## src/rtl/interval_three_way_split_assert.svh

```systemverilog
// assertion macros for the interval three-way split block
`ifndef INTERVAL_THREE_WAY_SPLIT_ASSERT_SVH
`define INTERVAL_THREE_WAY_SPLIT_ASSERT_SVH
`ifndef NO_ASSERTIONS
`define ITS_ASSERT_IMP(label, clk, rst, ante, cons, msg) \
   label: assert property (@(posedge clk) disable iff (rst) (ante) |-> (cons)) else $error(msg);
`define ITS_ASSERT_NXT(label, clk, rst, ante, cons, msg) \
   label: assert property (@(posedge clk) disable iff (rst) (ante) |=> (cons)) else $error(msg);
`else
`define ITS_ASSERT_IMP(label, clk, rst, ante, cons, msg)
`define ITS_ASSERT_NXT(label, clk, rst, ante, cons, msg)
`endif
`endif

```

## src/rtl/its_pkg.sv

```systemverilog
// shared types and constants for the interval three-way split block
`default_nettype none
package its_pkg;
   localparam int COORD_W = 32;
   localparam int IDX_W   = 6;
   localparam int CNT_W   = 7;
   localparam int SIDE_W  = 2;

   localparam logic [1:0] AXIS_X = 2'd0;
   localparam logic [1:0] AXIS_Y = 2'd1;

   localparam logic [SIDE_W-1:0] SIDE_LEFT   = 2'd0;
   localparam logic [SIDE_W-1:0] SIDE_CENTER = 2'd1;
   localparam logic [SIDE_W-1:0] SIDE_RIGHT  = 2'd2;

   typedef enum logic [3:0] {
      ST_LOAD,
      ST_SORT_RD,
      ST_SORT_CMP,
      ST_SWEEP_INIT,
      ST_SWEEP,
      ST_LABEL_INIT,
      ST_LABEL,
      ST_EMIT_RD,
      ST_EMIT
   } state_type;

   typedef struct packed {
      logic load;        // store one box
      logic sort_start;  // reset sort pass counters
      logic sort_read;   // read pair at sort index
      logic sort_step;   // compare and maybe swap, advance
      logic sweep_init;
      logic sweep_step;
      logic label_init;
      logic label_step;
      logic emit_read;
      logic emit_next;
   } cmd_type;

   typedef struct packed {
      logic sort_done;
      logic sweep_done;
      logic label_done;
      logic emit_last;
   } status_type;
endpackage
`default_nettype wire

```

## src/rtl/its_ctrl.sv

```systemverilog
// sequencer for load, sort, sweep, label and emit phases
`default_nettype none
module its_ctrl import its_pkg::*; (
   input  wire logic       clock,
   input  wire logic       reset,
   input  wire logic       req_fire,
   input  wire logic       req_last,
   input  wire logic       rsp_take,
   input  wire status_type status,
   output cmd_type         cmd,
   output logic            req_ready,
   output logic            rsp_valid
);
   state_type state_ff, state_in;

   always_comb begin
      state_in = state_ff;
      case (state_ff)
         ST_LOAD:       if (req_fire && req_last) state_in = ST_SORT_RD;
         ST_SORT_RD:    state_in = status.sort_done ? ST_SWEEP_INIT : ST_SORT_CMP;
         ST_SORT_CMP:   state_in = ST_SORT_RD;
         ST_SWEEP_INIT: state_in = ST_SWEEP;
         ST_SWEEP:      if (status.sweep_done) state_in = ST_LABEL_INIT;
         ST_LABEL_INIT: state_in = ST_LABEL;
         ST_LABEL:      if (status.label_done) state_in = ST_EMIT_RD;
         ST_EMIT_RD:    state_in = ST_EMIT;
         ST_EMIT: begin
            if (rsp_take) state_in = status.emit_last ? ST_LOAD : ST_EMIT_RD;
         end
         default:       state_in = ST_LOAD;
      endcase
   end

   always_comb begin
      cmd = '0;
      req_ready = 1'b0;
      rsp_valid = 1'b0;
      case (state_ff)
         ST_LOAD: begin
            req_ready = 1'b1;
            cmd.load = req_fire;
            cmd.sort_start = req_fire && req_last;
         end
         ST_SORT_RD:    cmd.sort_read = !status.sort_done;
         ST_SORT_CMP:   cmd.sort_step = 1'b1;
         ST_SWEEP_INIT: cmd.sweep_init = 1'b1;
         ST_SWEEP:      cmd.sweep_step = !status.sweep_done;
         ST_LABEL_INIT: cmd.label_init = 1'b1;
         ST_LABEL:      cmd.label_step = !status.label_done;
         ST_EMIT_RD:    cmd.emit_read = 1'b1;
         ST_EMIT: begin
            rsp_valid = 1'b1;
            cmd.emit_next = rsp_take;
         end
         default: ;
      endcase
   end

   always_ff @(posedge clock) begin
      if (reset) begin
         state_ff <= ST_LOAD;
      end else begin
         state_ff <= state_in;
      end
   end
endmodule
`default_nettype wire

```

## config.mk

```make
export PLATFORM = sky130hd
export DESIGN_NAME = its_ctrl
export DESIGN_NICKNAME = d
export VERILOG_FILES = /design/src/rtl/interval_three_way_split_assert.svh /design/src/rtl/its_pkg.sv /design/src/rtl/its_ctrl.sv
export SDC_FILE = /design/constraint.sdc
export NUM_CORES = 1
export LEC_CHECK = 0
export ABC_AREA = 1
export BUFFER_PORTS_ARGS = -buffer_cell sky130_fd_sc_hd__buf_2
export CAP_MARGIN = 30
export CORE_AREA = 8 8 45 47
export CTS_BUF_LIST = sky130_fd_sc_hd__clkbuf_4
export DETAILED_ROUTE_END_ITERATION = 12
export DIE_AREA = 0 0 53 55
export GPL_ROUTABILITY_DRIVEN = 0
export PLACE_DENSITY_LB_ADDON = 0.3
export REMOVE_ABC_BUFFERS = 1
export SYNTH_ARGS = -nofsm -noshare
export SYNTH_HDL_FRONTEND = slang
export SYNTH_SLANG_ARGS = --single-unit
```

## constraint.sdc

```tcl
create_clock -name clock -period 1.3 [get_ports clock]
set_input_delay 0 -clock clock [delete_from_list [all_inputs] [get_ports clock]]
set_output_delay 0 -clock clock [all_outputs]
set_load 0.05 [all_outputs]
```

==> results of run 1 <==
-- layer usage --
layer  global-route usage [%]  up-vias  part of all wire (%)
met5                        0        -                     0
met4                     7.76        0                   1.7
met3                     3.74        4                   9.4
met2                     14.8       19                    50
met1                     8.33      208                    39
li1                         -      255                     -
-- worst max path at each step --
stage / to / cells past startpoint / slack (ns)
floorplan: cmd[8] / 5 / -0.69
global placement: state_ff[1] / 7 / 0.18
detailed placement: state_ff[1] / 7 / 0.18
CTS: cmd[2] / 5 / 0.002
global route: cmd[8] / 6 / -0.02
finish: cmd[8] / 6 / 0.07
-- cells by family (layout without fill, tap and decap cells) --
group | Yosys count | after routing | synth area share, %
compound gates | 6 | 6 | 10.9
buf+inv | 14 | 38 | 13.9
flops | 4 | 4 | 21.1
simple gates | 43 | 43 | 54.1
-- cell usage in the layout (no fill, tap or decap), drive strengths merged --
cell type,count
a21oi,4
buf,18
clkbuf,5
dfxtp,4
dlygate4sd3,1
inv,14
nand2,15
nand3,4
nand3b,3
nor2,21
o21ai,2
-- tightest hold or removal path: cells and delay by family --
family | cells | cell delay [ns]
simple gates | 1 | 0.13
buf+inv | 1 | 0.07
compound gates | 1 | 0.05
-- cell type report --
cell class	instances	area share [%]
timing repair buffer	21	24.5
tap	16	3.38
sequential	4	14.6
inverter	14	8.86
clock buffer	3	3.80
multi-input combinational	49	44.9
-- where the power goes --
group / switching, W / internal [W] / leakage [nW] / total, W
clock network: 0.0000627 / 0.000104 / 0.0138 / 0.000167
logic: 0.000102 / 0.0000538 / 0.287 / 0.000156
registers: 0.00000953 / 0.000128 / 0.0341 / 0.000138
total: 0.000174 / 0.000286 / 0.335 / 0.000460
-- metrics by stage --
stage | instance area (um2) | hold WS, ns | TNS [ns] | cells
2_1_floorplan | 379 | 0.0624 | -1.92 | 67
3_3_place_gp | 499 | 0.229 | 0 | 103
3_5_place_dp | 499 | 0.230 | 0 | 103
4_1_cts | 546 | 0.0491 | 0 | 107
5_1_grt | 593 | 0.0718 | -0.0664 | 107
6_report | 593 | 0.0564 | 0 | 107
-- repair_timing --
item                                   CTS  global route
endpoints found under the hold margin    4             0
pin swaps                                0             1
hold buffers                             1             0
setup endpoints to repair                5            10
gates resized for setup                  6            19
==> run summary, run 1 <==
Port buffering added 20 buffers. The run gives 0 as the number of max-slew violations in the final report. In this run the clock root is driven by a sky130_fd_sc_hd__clkbuf_4. More flip-flops sit in one register than any other, and that register is state_ff.

The run gives 436 as the via count of the first global-routing pass. The run gives 4 as the total clock sinks. The logs give 14 for the total number of placement rows and 42.9% for the final core utilization. The origin of the worst min-delay path was status[1]. Maximum frequency from static timing analysis: 811 MHz. The area used by multi-input combinational logic is 267 um2. The floorplan step defined a die boundary enclosing 2920 um2. For the worst setup path, the data required time is 1.30 ns. Once routing completed, OpenROAD measured the worst setup slack at 0.0673 ns.

The post-route total power was 0.000460 W. The tools report the count of mapped cells out of synthesis as 67. The tools report the source of the critical timing path as state_ff[3]. Grouping stages by cell kind, the critical path spends the most delay in buffers and inverters. The cell taking the most area after synthesis was sky130_fd_sc_hd__dfxtp_1. Counting distinct cell types in the post-synthesis netlist gives 15. The endpoint kind of the worst setup timing path is a primary output. The register with the most flip-flops in the layout has 4 of them. The highest-delay cell along the critical path is sky130_fd_sc_hd__dfxtp_1. The final period demand of the worst path was 1.23 ns; the register bit count reported by yosys was 4. The run gives 0.360 mV as the maximum vdd drop. In this run, CTS created clock tree buffers numbering 3.

0 antenna diodes ended up in the layout. The wire-length estimate of the detail-placed layout is 920 um. Counting both buffers and inverters, the worst setup path holds a total of 3.

The vertical extent of the die works out to 55 um. Traced cell by cell, the critical path runs through inv_2 -> nand2_2 -> nor2_2 -> inv_1 -> nor2_1 -> buf_6. The initial utilization of the core area, before any placement, comes to 27.4%. The critical path in this run is classified as flop to primary output.

The first global-routing pass estimated 1820 um of wire. From synthesis to final layout, the design area changed by 56.4%. Of the synthesized area, sequential elements account for 21.1%.

Across the whole layout, storage elements account for 86.3 um2. Launch point of the worst reg-to-reg path: state_ff[1]. Post-CTS timing repair inserted 0 buffers for setup. The flow ran to the end, and the final reports show no timing, DRC or antenna violations. Counting instances, the worst hold path has a depth of 3.

The worst clock skew was 0.00803 ns; the total detailed-routing wirelength was 1210 um. The hold violation count in the final report is 0. Sorting the synthesized cells by area gives the leading types as sky130_fd_sc_hd__dfxtp_1, sky130_fd_sc_hd__nor2_1, sky130_fd_sc_hd__nand2_1.

The run gives 1 as the H-tree level count. Entering global routing, the biggest net connects 7 pins. The number of top-level pins was 21. The core footprint is 1380 um2. After detailed routing, the number of vias per cell comes to 4.54. The worst setup path is launched from a flop. The logs give 83.2% for the worst max-slew margin expressed relative to the limit and 0 for the synthesis warning total.

The first routing iteration left 7 violations. The static leakage was 0.335 nW; the number of vias in the routed layout was 486. For the data arrival at the endpoint of the critical path, the log shows 1.23 ns. The clock latency at the later pin of the worst-skew pair is 0.25 ns, and the remaining number of nets flagged by the antenna check after routing is 0. The min-delay analysis places its worst path in the category primary input to flop. The most used flip-flop cell after synthesis is sky130_fd_sc_hd__dfxtp_1.

For the overall track demand over capacity in global routing, the log shows 8.90%. The leading cell type by number of instances after synthesis is sky130_fd_sc_hd__nor2_1. In the synthesized netlist the async set-or-reset flop fraction comes to 0%. Destination of the worst hold path: state_ff[1].

The layout cell share with drive strength beyond 1 was 52.7%; the number of iterations in the first detailed-routing pass was 4. The final layout contains 102 nets. On the worst path, the slowest cell contributes a delay of 0.32 ns. TritonCTS built the clock tree. The fill cell instance count of the final layout is 159, and the number of cells traversed by the worst register-to-register path is 7. Dividing the detail-routed wire length by the instance count gives 11.3 um.

The die width was 53 um; the ratio of total power to cell area was 776 nW/um2. The commonest cells after synthesis are sky130_fd_sc_hd__nor2_1, sky130_fd_sc_hd__nand2_1, sky130_fd_sc_hd__inv_1. The mapped netlist covers 379 um2. The worst register-to-register path ends at state_ff[1].

The number of antenna violations at the first check in global routing was 0. For this run, design rule violations remaining after detail routing come to 0. In this run, synthesis inferred 0 flip-flops with an integrated enable.

Maximum fanout count along the critical path: 4. The pre-CTS worst setup slack was 0.178 ns; the final cycle utilization of the critical path was 94.8%. The total of max-cap violations was 0. For the setup slack of the worst register-to-register path, the log shows 0.19 ns.

The maximum clock insertion buffer count is 2. Clock-pin slew was measured on the worst setup and hold paths at 0.04 ns. The average cell area after synthesis works out to 5.66 um2.

The fraction of synthesized cell area taken by the top area cell type works out to 21.1%. For the pin with the worst max-slew slack, the measured transition is 0.254 ns. Summed over all layers, the global routing overflow is 0. The largest registers in the layout are state_ff: 4 flops. The tools report the final setup violation count as 0.
(Power assumes the default switching activity.)
==> inputs of run 2 (changes only) <==
Settings changed: RECOVER_POWER set to 50.
Clock period 1.3 ns to 1.27 ns, I/O delays scaled along.
==> run 2 against run 1 <==
  * Die area is the same
  * Clock skew barely moved
  * Register-to-register slack about the same
  * Sequential share of layout area about the same
  * Core utilization rose by 0.63 points
  * Worst hold slack worse by 0.0013 ns
  * Power rose by 2.2%
  * Largest cell class unchanged
  * Critical path depth stayed put
  * Routed wire length fell by 2.8%
  * Critical path type unchanged
==> run summary, run 2 (synthesis gave the netlist of run 1 again) <==
Final design area excluding fillers: 602 um2 (+1.5%). The maximum vdd drop is 0.372 mV (+3.4%), and the vertical extent of the die is 55 um (unchanged). The run gives 13 (+6) as the initial detailed-routing violation count. The largest registers in the layout are state_ff: 4 flops. The clock edge transition at the registers on the reported setup and hold paths is 0.04 ns (about the same). Setup repair after global routing could not meet its margin everywhere. Maximum frequency from static timing analysis: 819 MHz. For the required time at the worst-slack endpoint, the log shows 1.27 ns (-0.03 ns). The highest-delay cell along the critical path was sky130_fd_sc_hd__dfxtp_2.

The flip-flop count of the largest register after layout was 4 (unchanged). The critical path buffer and inverter count was 3 (unchanged). The critical path class is flop to primary output.

For the number of placed cells counting well taps, the log shows 103 (unchanged). The static leakage came out at 0.338 nW (+0.80%). TritonCTS built the clock tree. For the final setup violation count, the log shows 0 (unchanged). Starting utilization of the core area: 27.4% (unchanged). The remaining design rule violation count came out at 0 (unchanged).

The area occupied by registers is 87.6 um2 (+1.4%). The tools report the final cell count without fillers as 107 (unchanged). The ratio of routed vias to standard cells is 4.45 (-2.1%). The tools report the endpoint kind of the worst setup timing path as a primary output. Worst max-slew margin expressed relative to the limit: 83.3% (+0.11 points). The run gives 0.0551 ns (-0.00134 ns) as the final hold slack. The measured slew at the worst slew-check pin is 0.252 ns (-0.00164 ns), and the layout cell share with drive strength beyond 1 is 54.9% (+2.2 points). The tools report the core footprint as 1380 um2 (unchanged). The logs give 1170 um (-2.8%) for the total detailed-routing wirelength and 0 (unchanged) for the total of max-cap violations.

The run gives 155 (-2.5%) as the fill cell instance count of the final layout. The via count of the first global-routing pass was 448 (+2.8%). The total congestion overflow came out at 0 (unchanged). The total number of placement rows is 14 (unchanged).

The number of top-level pins is 21 (unchanged). Clock tree synthesis selected as its root buffer the cell sky130_fd_sc_hd__clkbuf_4. In the layout the commonest cells are sky130_fd_sc_hd__nor2_1, sky130_fd_sc_hd__buf_2, sky130_fd_sc_hd__nand2_1.

Buffer count from post-CTS setup fixing: 0 (unchanged). The global-route wire length before repair is 1900 um (+4.6%). The critical path goes through inv_2 -> nand2_2 -> nor2_2 -> inv_1 -> nor2_1 -> buf_6.

The pre-CTS worst setup slack came out at 0.140 ns (-0.0377 ns). The logs give 0.25 ns (about the same) for the clock latency at the later pin of the worst-skew pair and 0.000471 W (+2.2%) for the post-route total power. The origin of the worst min-delay path was status[1]. Tracing the worst setup path back leads to its startpoint at state_ff[1]. The largest net degree at the start of global routing is 7 (unchanged).

The worst-case setup margin in the final layout came out at 0.0493 ns (-0.0180 ns). The tools report the detailed placer's ending HPWL as 935 um (+1.7%). The number of buffers created by CTS was 3 (unchanged).

The startpoint class of the critical path was a flop. The logs give 0 (unchanged) for the remaining number of nets flagged by the antenna check after routing and 102 (unchanged) for the final net count. The wire length per cell after detailed routing is 11.0 um (-2.8%). The tools report the number of iterations in the first detailed-routing pass as 4 (unchanged). The count of inserted antenna diode cells came out at 0 (unchanged). From synthesis to final layout, the design area changed by 58.7%. Maximum fanout count along the critical path: 4 (unchanged). The ratio of total power to cell area was 782 nW/um2 (+0.72%).

state_ff holds more flip-flops than any other register. The stage delay of the slowest cell on the critical path is 0.35 ns (+0.03 ns), and the number of max-slew violations in the final report is 0 (unchanged). The tools report the worst clock skew as 0.00812 ns (+0.0000917 ns).

The cell family contributing the most delay on the critical path was flip-flops. Number of vias in the routed layout: 476 (-2.1%). The hold violation count in the final report is 0 (unchanged). The type of the most critical hold path was primary input to flop. The flow ran to the end, and the final reports show no timing, DRC or antenna violations. In the finished design, the share of the clock period the worst path needs comes to 96.1%. The tools report the H-tree level count as 1 (unchanged).

The overall track demand over capacity in global routing was 9.12% (+0.22 points). The tools report the area used by multi-input combinational logic as 274 um2 (+2.8%). In this run the critical register-to-register path is launched from state_ff[1].

Total clock sinks: 4 (unchanged). The die width works out to 53 um (unchanged). The number of buffers added on ports works out to 20 (unchanged). The final period demand of the worst path was 1.22 ns. For the number of antenna violations at the first check in global routing, the log shows 0 (unchanged). The maximum clock insertion buffer count is 2 (unchanged), and the full die area is 2920 um2 (unchanged). The data arrival at the endpoint of the critical path is 1.22 ns (about the same), and the area of placed instances is 499 um2 (unchanged).
run 2: changes by cell type in the layout (fill, tap and decap cells not counted), sizes merged:
cell,delta
clkbuf,-1
buf,+1
run 2: timing repair:
| action | CTS | global route |
|---|---|---|
| resized for setup | 16 | 12 |
| pin swaps | 3 | 1 |
| endpoints found under the hold margin | 4 | 0 |
| setup endpoints to repair | 8 | 10 |
| hold buffers | 1 | 0 |
| cloned | 0 | 0 |
run 2: worst min-delay path, stage by stage:
cell                       delay [ns]
sky130_fd_sc_hd__buf_2           0.07
sky130_fd_sc_hd__nand3b_2        0.13
sky130_fd_sc_hd__a21oi_2         0.05
run 2: metrics by stage:
stage / utilization, % / setup TNS, ns
3_3_place_gp: 36.1 / 0
6_report: 43.5 / 0
5_1_grt: 43.5 / -0.0134
3_5_place_dp: 36.1 / 0
2_1_floorplan: - / -2.07
4_1_cts: 41.3 / 0
run 2: area by class of cell:
class | instances | area share (%)
Multi-Input combinational cell | 49 | 45.5
Timing Repair Buffer | 21 | 24.1
Sequential cell | 4 | 14.6
Inverter | 14 | 8.73
Clock buffer | 3 | 3.74
Tap cell | 16 | 3.33
run 2: worst paths after layout:
| check | to | slack, ns | cells past startpoint |
|---|---|---|---|
| max | cmd[7] | 0.05 | 6 |
| min | state_ff[1] | 0.06 | 3 |
| max reg2reg | state_ff[1] | 0.18 | 7 |
| min reg2reg | state_ff[1] | 0.59 | 3 |
run 2: metal layers:
layer  vias to the layer above  track usage [%]  routed length, um
met5                         -                0                  0
met4                         0             7.76                 31
met3                         4             4.01                116
met2                        20             14.8                558
met1                       199             8.79                467
li1                        253                -                  -
run 2: power by group:
part / internal (W) / switching (W) / total (W)
Combinational: 0.0000563 / 0.000105 / 0.000162
Sequential: 0.000131 / 0.00000963 / 0.000141
Clock: 0.000106 / 0.0000618 / 0.000168
Total: 0.000294 / 0.000177 / 0.000471
==> inputs of run 3 (changes only) <==
Settings changed: PLACE_DENSITY set to 0.56, PLACE_DENSITY_LB_ADDON 0.3 to unset.
==> run 3 against run 2 <==
  * Power is 3.1% lower
  * Core utilization is 0.27 points lower
  * Combinational power hardly changed
  * Count of clock-buffer cells in the layout stayed put
  * First-iteration DRC count is 23% lower
  * Sequential cell count stayed put
  * Maximum frequency is 2.0% higher
  * Critical path type unchanged
  * Critical endpoint is now cmd[9]
==> run summary, run 3 (synthesis gave the netlist of run 1 again) <==
The run finished with clean final reports. The ratio of total power to cell area was 763 nW/um2 (-2.5%). The maximum frequency from static timing analysis is 836 MHz (+2.0%).

In the layout the commonest cells are sky130_fd_sc_hd__nand2_1, sky130_fd_sc_hd__nor2_1, sky130_fd_sc_hd__buf_2. In this run the critical register-to-register path is launched from state_ff[1]. The worst setup path is launched from a flop. The power dissipated by switching net loads came out at 0.000162 W (-8.5%).

The core footprint was 1380 um2 (unchanged). The number of vias in the routed layout was 462 (-2.9%); the number of max-slew violations in the final report was 0 (unchanged). The measured slew at the worst slew-check pin was 0.279 ns (+0.0273 ns). TritonCTS built the clock tree. The count of inserted antenna diode cells was 0 (unchanged); the number of cells traversed by the worst register-to-register path was 7 (unchanged). The largest registers in the layout are state_ff: 4 flops. The power share of the clock group is 33.2% (-2.5 points), and the final design area excluding fillers is 598 um2 (-0.62%).

Relative to the synthesized area, the layout overhead comes to 57.8%. The initial detailed-routing violation count is 10 (-3), and the number of iterations in the first detailed-routing pass is 4 (unchanged). Setup repair after global routing left no endpoint under its margin. For the number of top-level pins, the log shows 21 (unchanged). For the setup slack of the worst register-to-register path, the log shows 0.18 ns (about the same). The H-tree level count was 1 (unchanged); the buffer count from post-CTS setup fixing was 0 (unchanged). The run gives 0.334 nW (-1.2%) as the static leakage. The tools report the full die area as 2920 um2 (unchanged).

The global-route wire length before repair was 1790 um (-5.8%). Final cycle utilization of the critical path: 94.2% (-1.9 points). The total detailed-routing wirelength came out at 1090 um (-7.0%). Counting flops per register, the top entry is state_ff. For the remaining number of nets flagged by the antenna check after routing, the log shows 0 (unchanged). The flip-flop count of the largest register after layout was 4 (unchanged); the total number of placement rows was 14 (unchanged).

The worst max-slew margin expressed relative to the limit is 81.5% (-1.9 points), and the remaining design rule violation count is 0 (unchanged). The starting utilization of the core area came out at 27.4% (unchanged). The largest net degree at the start of global routing is 7 (unchanged).

The clock latency at the later pin of the worst-skew pair was 0.23 ns (-0.02 ns); the number of buffers added on ports was 20 (unchanged). The vertical extent of the die is 55 um (unchanged), and the fill cell instance count of the final layout is 148 (-4.5%). The required time at the worst-slack endpoint was 1.27 ns (about the same); the ratio of routed vias to standard cells was 4.32 (-2.9%).

The worst setup path is captured at a primary output. For the part of the power in registers, the log shows 31.0% (+1.1 points). The total of max-cap violations is 0 (unchanged), and the clock edge transition at the registers on the reported setup and hold paths is 0.03 ns (about the same). The final net count is 102 (unchanged).

Among all stages on the critical path, the largest delay is contributed by sky130_fd_sc_hd__dfxtp_2. The tools report the detailed placer's ending HPWL as 903 um (-3.4%). The internal power component is 0.000295 W (+0.21%), and the maximum clock insertion buffer count is 2 (unchanged). In this run the worst setup path terminates at cmd[9]. Wire length per cell after detailed routing: 10.2 um (-7.0%). The run gives 35.8% (+1.5 points) as the share of power burned in combinational logic. CTS placed an instance of sky130_fd_sc_hd__clkbuf_4 at the clock tree root. The tools report the final setup violation count as 0 (unchanged). The die width was 53 um (unchanged). The setup path with the least slack is of type flop to primary output. The critical path starts at state_ff[1].

The worst clock skew came out at 0.00145 ns (-0.00667 ns). The run gives 4 (unchanged) as the total clock sinks. The critical path goes through inv_2 -> nand2_2 -> nor2_2 -> inv_2 -> nor2_2 -> buf_6.

The final period demand of the worst path is 1.20 ns (-0.0239 ns). For the overall track demand over capacity in global routing, the log shows 8.13% (-0.98 points). The maximum fanout count along the critical path works out to 4 (unchanged). The data arrival at the endpoint of the critical path was 1.20 ns (-0.02 ns). The total congestion overflow came out at 0 (unchanged).

The layout cell share with drive strength beyond 1 works out to 57.1% (+2.2 points). The maximum vdd drop is 0.400 mV (+7.4%). The stage delay of the slowest cell on the critical path came out at 0.34 ns (about the same). Number of antenna violations at the first check in global routing: 0 (unchanged). The hold violation count in the final report came out at 0 (unchanged). For the final hold slack, the log shows 0.0666 ns (+0.0116 ns).

The switching share of total power works out to 35.4% (-2.1 points). The type of the most critical hold path was primary input to flop. The area of placed instances is 499 um2 (unchanged). The logs give 3 (unchanged) for the number of buffers created by CTS and 447 (-0.22%) for the via count of the first global-routing pass. The worst register-to-register path ends at state_ff[1].
[run 3: power by group through the flow]
| stage | logic (W) | clock network, W | registers (W) |
|---|---|---|---|
| 2_1_floorplan | 0.000103 | 0 | 0.000138 |
| 3_3_place_gp | 0.000139 | 0 | 0.000140 |
| 3_5_place_dp | 0.000139 | 0 | 0.000139 |
| 4_1_cts | 0.000147 | 0.000159 | 0.000138 |
| 5_1_grt | 0.000180 | 0.000171 | 0.000141 |
| 6_report | 0.000163 | 0.000152 | 0.000141 |
[run 3: stage by stage]
| stage | instances | setup TNS [ns] | setup slack, ns | util, % | power [W] |
|---|---|---|---|---|---|
| floorplan | 67 | -2.07 | -0.723 | - | 0.000240 |
| global placement | 103 | 0 | 0.141 | 36.1 | 0.000279 |
| detailed placement | 103 | 0 | 0.152 | 36.1 | 0.000278 |
| CTS | 107 | -0.00414 | -0.00414 | 39.4 | 0.000443 |
| global route | 107 | 0 | 0.00569 | 43.2 | 0.000493 |
| finish | 107 | 0 | 0.0732 | 43.2 | 0.000456 |
[run 3: layer usage]
metal / GRT usage (%) / wire length (um) / share of wire (%) / vias up
li1: - / - / - / 255
met1: 9.39 / 497 / 46 / 194
met2: 12.9 / 508 / 47 / 13
met3: 3.21 / 86 / 7.9 / 0
met4: 3.88 / 0 / 0 / 0
met5: 0 / 0 / 0 / -
[run 3: worst max-delay path, delay by kind of cell, from the launching register on]
kind	cells	cell delay, ns
DFF	1	0.34
buffers and inverters	3	0.31
and+or+nand+nor	3	0.31
[run 3: area by class of cell]
type                       count  area, um2  area share, %
clock buffer                   3       22.5           3.77
tap                           16       20.0           3.35
sequential                     4       85.1           14.2
multi-input combinational     49        272           45.4
timing repair buffer          21        146           24.5
inverter                      14       52.6           8.79
[run 3: repair_timing]
action / 4_1_cts / 5_1_grt
setup endpoints to repair: 5 / 11
pin swaps: 0 / 3
hold endpoints to repair: 4 / 0
hold buffers: 1 / 0
gates resized for setup: 6 / 24
[run 3: worst min path at each step]
stage	startpoint	end	cells after the start
3_5_place_dp	reset	state_ff[2]	2
4_1_cts	status[1]	state_ff[1]	3
3_3_place_gp	reset	state_ff[2]	2
5_1_grt	status[1]	state_ff[1]	3
2_1_floorplan	reset	state_ff[1]	1
6_report	status[1]	state_ff[1]	3
